File: src/sv/slc_pkg.sv
`timescale 1ns / 1ps
// ----------------------------------------------------------------------------
// slc_pkg
// Types, character constants and the special-word step function shared by
// the scalar literal classifier modules.
// ----------------------------------------------------------------------------
package slc_pkg;

  typedef enum logic [2:0] {
    KIND_CHAR   = 3'd0,
    KIND_INT    = 3'd1,
    KIND_FLOAT  = 3'd2,
    KIND_DOUBLE = 3'd3,
    KIND_NONE   = 3'd4
  } kind_t;

  typedef enum logic [1:0] {
    PH_INT    = 2'd0,
    PH_FRAC   = 2'd1,
    PH_SUFFIX = 2'd2,
    PH_DEAD   = 2'd3
  } phase_t;

  typedef enum logic [3:0] {
    W_NONE = 4'd0,
    W_I    = 4'd1,
    W_IN   = 4'd2,
    W_INF  = 4'd3,
    W_INFF = 4'd4,
    W_N    = 4'd5,
    W_NA   = 4'd6,
    W_NAN  = 4'd7,
    W_NANF = 4'd8,
    W_DEAD = 4'd15
  } word_t;

  localparam logic [7:0] CH_QUOTE = 8'h27;
  localparam logic [7:0] CH_PLUS  = 8'h2B;
  localparam logic [7:0] CH_MINUS = 8'h2D;
  localparam logic [7:0] CH_POINT = 8'h2E;
  localparam logic [7:0] CH_ZERO  = 8'h30;
  localparam logic [7:0] CH_NINE  = 8'h39;
  localparam logic [7:0] CH_A     = 8'h61;
  localparam logic [7:0] CH_F     = 8'h66;
  localparam logic [7:0] CH_I     = 8'h69;
  localparam logic [7:0] CH_N     = 8'h6E;

  localparam logic [2:0] POS_MAX = 3'd7;

  // Classification handed from the front end to the queue
  typedef struct packed {
    logic  push;
    kind_t kind;
  } slc_push_t;

  // Queue status used for the input ready and by the output stage
  typedef struct packed {
    logic  full;
    logic  empty;
    kind_t head;
  } slc_qstat_t;

  function automatic word_t word_next(input word_t w, input logic [7:0] c);
    word_t r;
    r = W_DEAD;
    unique case (w)
      W_NONE: r = (c == CH_I) ? W_I : ((c == CH_N) ? W_N : W_DEAD);
      W_I:    r = (c == CH_N) ? W_IN : W_DEAD;
      W_IN:   r = (c == CH_F) ? W_INF : W_DEAD;
      W_INF:  r = (c == CH_F) ? W_INFF : W_DEAD;
      W_N:    r = (c == CH_A) ? W_NA : W_DEAD;
      W_NA:   r = (c == CH_N) ? W_NAN : W_DEAD;
      W_NAN:  r = (c == CH_F) ? W_NANF : W_DEAD;
      default: r = W_DEAD;
    endcase
    return r;
  endfunction

endpackage

File: src/sv/slc_front.sv
`timescale 1ns / 1ps
// ----------------------------------------------------------------------------
// slc_front
// Runs the recognizers on each accepted byte and emits the literal type
// when the final byte of a literal is accepted.
// ----------------------------------------------------------------------------
module slc_front (
  input  logic                clk,
  input  logic                rst_n,
  input  logic                in_accept,
  input  logic [7:0]          character,
  input  logic                last,
  output slc_pkg::slc_push_t  push
);

  logic [2:0]       pos_r, pos_nxt;
  logic             quote_r, quote_nxt;
  logic             digits_r, digits_nxt;
  slc_pkg::phase_t  fph_r, fph_nxt;
  slc_pkg::phase_t  dph_r, dph_nxt;
  slc_pkg::word_t   word_r, word_nxt;

  logic             dig;
  logic             is_sign;
  logic             body;
  slc_pkg::phase_t  fph_step, dph_step;
  slc_pkg::kind_t   kind;

  assign dig     = (character >= slc_pkg::CH_ZERO) && (character <= slc_pkg::CH_NINE);
  assign is_sign = (pos_r == 3'd0) &&
                   ((character == slc_pkg::CH_PLUS) || (character == slc_pkg::CH_MINUS));
  assign body    = !is_sign;

  always_comb begin
    unique case (fph_r)
      slc_pkg::PH_INT:
        fph_step = dig ? slc_pkg::PH_INT :
                   (character == slc_pkg::CH_POINT) ? slc_pkg::PH_FRAC :
                   (character == slc_pkg::CH_F) ? slc_pkg::PH_SUFFIX : slc_pkg::PH_DEAD;
      slc_pkg::PH_FRAC:
        fph_step = dig ? slc_pkg::PH_FRAC :
                   (character == slc_pkg::CH_F) ? slc_pkg::PH_SUFFIX : slc_pkg::PH_DEAD;
      default:
        fph_step = slc_pkg::PH_DEAD;
    endcase

    unique case (dph_r)
      slc_pkg::PH_INT:
        dph_step = dig ? slc_pkg::PH_INT :
                   (character == slc_pkg::CH_POINT) ? slc_pkg::PH_FRAC : slc_pkg::PH_DEAD;
      slc_pkg::PH_FRAC:
        dph_step = dig ? slc_pkg::PH_FRAC : slc_pkg::PH_DEAD;
      default:
        dph_step = slc_pkg::PH_DEAD;
    endcase
  end

  always_comb begin
    if (pos_r == 3'd0) begin
      quote_nxt = (character == slc_pkg::CH_QUOTE);
    end else if ((pos_r == 3'd2) && (character != slc_pkg::CH_QUOTE)) begin
      quote_nxt = 1'b0;
    end else begin
      quote_nxt = quote_r;
    end
    digits_nxt = (body && !dig) ? 1'b0 : digits_r;
    fph_nxt    = body ? fph_step : fph_r;
    dph_nxt    = body ? dph_step : dph_r;
    word_nxt   = body ? slc_pkg::word_next(word_r, character) : word_r;
    pos_nxt    = (pos_r == slc_pkg::POS_MAX) ? pos_r : pos_r + 3'd1;

    // priority order: char, int, float, double
    if ((pos_r == 3'd2) && quote_nxt) begin
      kind = slc_pkg::KIND_CHAR;
    end else if (digits_nxt) begin
      kind = slc_pkg::KIND_INT;
    end else if ((word_nxt == slc_pkg::W_INFF) || (word_nxt == slc_pkg::W_NANF) ||
                 (fph_nxt == slc_pkg::PH_SUFFIX)) begin
      kind = slc_pkg::KIND_FLOAT;
    end else if ((word_nxt == slc_pkg::W_INF) || (word_nxt == slc_pkg::W_NAN) ||
                 (dph_nxt == slc_pkg::PH_FRAC)) begin
      kind = slc_pkg::KIND_DOUBLE;
    end else begin
      kind = slc_pkg::KIND_NONE;
    end
  end

  assign push.push = in_accept && last;
  assign push.kind = kind;

  always_ff @(posedge clk) begin
    if (!rst_n || (in_accept && last)) begin
      pos_r    <= 3'd0;
      quote_r  <= 1'b0;
      digits_r <= 1'b1;
      fph_r    <= slc_pkg::PH_INT;
      dph_r    <= slc_pkg::PH_INT;
      word_r   <= slc_pkg::W_NONE;
    end else if (in_accept) begin
      pos_r    <= pos_nxt;
      quote_r  <= quote_nxt;
      digits_r <= digits_nxt;
      fph_r    <= fph_nxt;
      dph_r    <= dph_nxt;
      word_r   <= word_nxt;
    end
  end

endmodule

File: src/sv/slc_queue.sv
`timescale 1ns / 1ps
// ----------------------------------------------------------------------------
// slc_queue
// Two-entry queue of literal types between the classifier front end and
// the output stage.
// ----------------------------------------------------------------------------
module slc_queue (
  input  logic                clk,
  input  logic                rst_n,
  input  slc_pkg::slc_push_t  push,
  input  logic                pop,
  output slc_pkg::slc_qstat_t stat
);

  slc_pkg::kind_t q_r [2];
  logic           wr_ptr_r, rd_ptr_r;
  logic [1:0]     cnt_r;
  logic           do_push, do_pop;

  assign do_push = push.push && (cnt_r != 2'd2);
  assign do_pop  = pop && (cnt_r != 2'd0);

  assign stat.full  = (cnt_r == 2'd2);
  assign stat.empty = (cnt_r == 2'd0);
  assign stat.head  = q_r[rd_ptr_r];

  always_ff @(posedge clk) begin
    if (do_push) begin
      q_r[wr_ptr_r] <= push.kind;
    end
  end

  always_ff @(posedge clk) begin
    if (!rst_n) begin
      wr_ptr_r <= 1'b0;
      rd_ptr_r <= 1'b0;
      cnt_r    <= 2'd0;
    end else begin
      if (do_push) begin
        wr_ptr_r <= ~wr_ptr_r;
      end
      if (do_pop) begin
        rd_ptr_r <= ~rd_ptr_r;
      end
      case ({do_push, do_pop})
        2'b10:   cnt_r <= cnt_r + 2'd1;
        2'b01:   cnt_r <= cnt_r - 2'd1;
        default: cnt_r <= cnt_r;
      endcase
    end
  end

endmodule

File: src/sv/slc_back.sv
`timescale 1ns / 1ps
// ----------------------------------------------------------------------------
// slc_back
// Output register: takes the head of the queue and holds it on the result
// channel until the consumer accepts it.
// ----------------------------------------------------------------------------
module slc_back (
  input  logic                clk,
  input  logic                rst_n,
  input  slc_pkg::slc_qstat_t stat,
  output logic                pop,
  output logic                out_tvalid,
  input  logic                out_tready,
  output logic [7:0]          out_tdata
);

  logic           valid_r;
  slc_pkg::kind_t kind_r;

  // refill when empty or when the held item leaves this cycle
  assign pop = !stat.empty && (!valid_r || out_tready);

  always_ff @(posedge clk) begin
    if (!rst_n) begin
      valid_r <= 1'b0;
    end else if (pop) begin
      valid_r <= 1'b1;
    end else if (out_tready) begin
      valid_r <= 1'b0;
    end
  end

  always_ff @(posedge clk) begin
    if (pop) begin
      kind_r <= stat.head;
    end
  end

  assign out_tvalid = valid_r;
  assign out_tdata  = {5'd0, kind_r};

endmodule

File: src/sv/scalar_literal_classifier_core.sv
`timescale 1ns / 1ps
// ----------------------------------------------------------------------------
// scalar_literal_classifier_core
// Classifies a scalar literal streamed one byte per item.
// ----------------------------------------------------------------------------
// One byte is taken every clock while in_tready is high; in_tready drops only
// when the two-entry result queue is full. The final byte of a literal
// (in_tlast) produces one result, the literal type (0 char, 1 int, 2 float,
// 3 double, 4 none). When the output side is free, the result passes through
// the queue entry and then the output register before it shows on
// out_tdata. Other bytes produce no result. The recognizer state clears
// itself after each final byte, so literals may follow each other with no gap.
module scalar_literal_classifier_core (
  input  logic       clk,
  input  logic       rst_n,
  input  logic       in_tvalid,
  output logic       in_tready,
  input  logic [7:0] in_tdata,   // [7:0] character
  input  logic       in_tlast,
  output logic       out_tvalid,
  input  logic       out_tready,
  output logic [7:0] out_tdata   // [2:0] literal_type, [7:3] zero
);

  slc_pkg::slc_push_t  push;
  slc_pkg::slc_qstat_t stat;
  logic                pop;
  logic                in_accept;

  assign in_tready = !stat.full;
  assign in_accept = in_tvalid && in_tready;

  slc_front u_front (
    .clk       (clk),
    .rst_n     (rst_n),
    .in_accept (in_accept),
    .character (in_tdata),
    .last      (in_tlast),
    .push      (push)
  );

  slc_queue u_queue (
    .clk   (clk),
    .rst_n (rst_n),
    .push  (push),
    .pop   (pop),
    .stat  (stat)
  );

  slc_back u_back (
    .clk        (clk),
    .rst_n      (rst_n),
    .stat       (stat),
    .pop        (pop),
    .out_tvalid (out_tvalid),
    .out_tready (out_tready),
    .out_tdata  (out_tdata)
  );

endmodule

File: config.mk
export PLATFORM = sky130hd
export DESIGN_NAME = scalar_literal_classifier_core
export DESIGN_NICKNAME = d
export VERILOG_FILES = /design/src/sv/slc_pkg.sv /design/src/sv/slc_front.sv /design/src/sv/slc_queue.sv /design/src/sv/slc_back.sv /design/src/sv/scalar_literal_classifier_core.sv
export SDC_FILE = /design/constraint.sdc
export NUM_CORES = 1
export LEC_CHECK = 0
export ABC_AREA = 0
export BUFFER_PORTS_ARGS = -buffer_cell sky130_fd_sc_hd__buf_4
export CORE_UTILIZATION = 59
export CTS_BUF_LIST = sky130_fd_sc_hd__clkbuf_2
export DETAILED_ROUTE_END_ITERATION = 6
export PLACE_DENSITY = 0.88
export SYNTH_ARGS = -nofsm -noshare
export SYNTH_HDL_FRONTEND = slang
export SYNTH_SLANG_ARGS = --single-unit
export TNS_END_PERCENT = 10
File: constraint.sdc
create_clock -name clk -period 2.5 [get_ports clk]
set_input_delay 0.5 -clock clk [delete_from_list [all_inputs] [get_ports clk]]
set_output_delay 0.5 -clock clk [all_outputs]
set_load 0.02 [all_outputs]
==> run metrics <==
WP data arrival=2500 ps; initial detailed-routing violation count=68; minimum clock period=2320 ps; RSZ-0062 raised after global routing=no; Worst Path Buf+Inv=2; first-pass GRT wire length=5.56 mm; final worst setup slack=180 ps; Yosys reg bits=27; initial antenna violation count=0; post-CTS setup buffers=0; TritonCTS Sinks=27; Tcrit/Tclk final=92.8%; max-cap violations=0; vias in the first global route=1348; delay-heaviest family, CP=simple AND/OR/NAND/NOR gates; Slowest-stage cell, CP=dfxtp_1; I/O pins=23; Yosys cell types=59; n_diodes=0; largest net degree at the start of global routing=18; Longest Clk Path Bufs=2; die area=2960 um^2; Setup Skew=7.76 ps; hpwl dp=2.74 mm; vias per cell=6.24; Max Freq=431 MHz; maximum fanout along the worst path=10; gp weighted congestion=0.961; commonest non-fill, non-tap cell in the layout=buf_4; Fin. Hold Viols=0; H-tree depth=1; final WL=3.62 mm; HP Class=in2reg; Cells after Synth=181; P per Cell Area=819 nW/um^2; WS Path Type=reg2reg; Pleak=0.719 nW; Peak VDD IR=0.696 mV; # rows=18; initial core utilization=63.6%; Fin Hold WS=279 ps; pre-CTS WS=-89.8 ps; filler cell count in the final layout=202; synthesis-to-finish area growth=11.8%; Yosys warning count=0; total power=1.48 mW; most frequent cells in the layout=buf_4, nor2_1, dfxtp_1; Clock Latency Late Sink=400 ps; nets@finish=221; ys flop type=dfxtp_1; Num CTS Buffers=3; Die Wd=54.4 um; via count=1447; number of synthesized flops with an enable pin=9; CTS tree=done; Avg Inst Size Synth=8.95 um^2; Worst Setup End Kind=register; crit path cell chain=inv_2 -> or4_1 -> o22ai_1 -> buf_4 -> o32ai_4 -> xnor2_1 -> and3_4 -> o21ai_1; DRC=0; total grt overflow=0; Clock Pin Slew Worst Setup and Hold Paths=280 ps; post-detailed-route wirelength per cell=15.6 um; drt pass-1 iters=4; GRT Total Usage=26.5%; die height=54.4 um; root buffer cell=clkbuf_2; ys async rst share=0%; CTS Hold Bufs=0; Final Max Tran Viols=0; Final setup viols=0; Synth Cell Area=1620 um^2; Data required, critical path=2680 ps; Placeable Area=2540 um^2; share of layout cells above drive strength 1=19.3%; ANT nets after route=0; CP startpoint kind=register; CTS resizes=0; status=finished, final reports clean; Port Buf Inserts=17; post-synthesis sequential area ratio=38.9%; worst stage delay on the critical path=570 ps
[routing by layer]
layer | track usage (%) | up-vias | part of all wire, %
met4 | 9.83 | 0 | 1.6
met3 | 5.28 | 11 | 6.8
li1 | - | 698 | -
met2 | 48.8 | 65 | 53
met1 | 29.7 | 673 | 39
met5 | 0 | - | 0
[power by group]
part | internal, mW | switching, mW
combinational | 0.292 | 0.331
clock | 0.0420 | 0.148
sequential | 0.578 | 0.0920
[logic make-up (layout without fill, tap and decap cells)]
family / after synthesis / in the layout / share of synthesized area, %
XOR/XNOR: 6 / 6 / 3.25
other: 1 / 5 / 0.232
AO/OA/AOI/OAI: 45 / 45 / 20.2
multiplexers: 3 / 3 / 2.09
buffers and inverters: 18 / 35 / 5.64
flip-flops: 27 / 27 / 38.9
AND/OR/NAND/NOR: 76 / 76 / 25.8
adder cells (fa/ha/maj): 5 / 5 / 3.86
[synthesized netlist by cell type (4+ instances only)]
cell / n / area share (%)
buf_4: 6 / 2.8
o21ai_0: 7 / 2.2
clkbuf_1: 4 / 0.93
nand2b_1: 5 / 1.9
nand2_1: 17 / 3.9
ha_1: 5 / 3.9
a21oi_1: 12 / 3.7
dfxtp_1: 18 / 22
edfxtp_1: 9 / 17
xnor2_1: 4 / 2.2
inv_1: 6 / 1.4
and2_1: 5 / 1.9
nor2_1: 21 / 4.9
[cell type report]
| type | instances | area, um^2 | share of cell area [%] |
|---|---|---|---|
| Tap cell | 30 | 37.5 | 2.07 |
| Inverter | 7 | 26.3 | 1.45 |
| Clock inverter | 1 | 8.76 | 0.484 |
| Multi-Input combinational cell | 140 | 912 | 50.4 |
| Clock buffer | 3 | 15.0 | 0.829 |
| Sequential cell | 27 | 631 | 34.8 |
| Timing Repair Buffer | 24 | 180 | 9.95 |
[sequential cells by signal (all words and copies together), names as in the netlist]
register and flops:
u_queue.cnt_r 2, u_queue.rd_ptr_r 1, u_queue.q_r 6, u_queue.wr_ptr_r 1
u_front.word_r 4, u_front.quote_r 1, u_front.dph_r 2, u_front.fph_r 2
u_back.kind_r 3, u_front.pos_r 3, u_front.digits_r 1, u_back.out_tvalid 1
[per-stage QoR]
step                      setup TNS (ps)  instance area (um^2)  util, %  std cells
after floorplan                        0                  1630        -        185
after global placement                 0                  1790     70.2        228
after detailed placement            -404                  1790     70.2        228
after CTS                              0                  1810     71.1        232
after global routing                   0                  1810     71.1        232
final                                  0                  1810     71.1        232
[path summary, 6_finish.rpt]
| kind | startpoint | end | slack, ps | depth (start not counted) |
|---|---|---|---|---|
| min reg2reg | u_front.dph_r[0] | u_front.dph_r[0] | 500 | 2 |
| max | u_front.word_r[1] | u_queue.q_r[0][0] | 180 | 8 |
| min | rst_n | u_front.digits_r | 280 | 2 |
| max reg2reg | u_front.word_r[1] | u_queue.q_r[0][0] | 180 | 8 |
(Power assumes the default switching activity.)
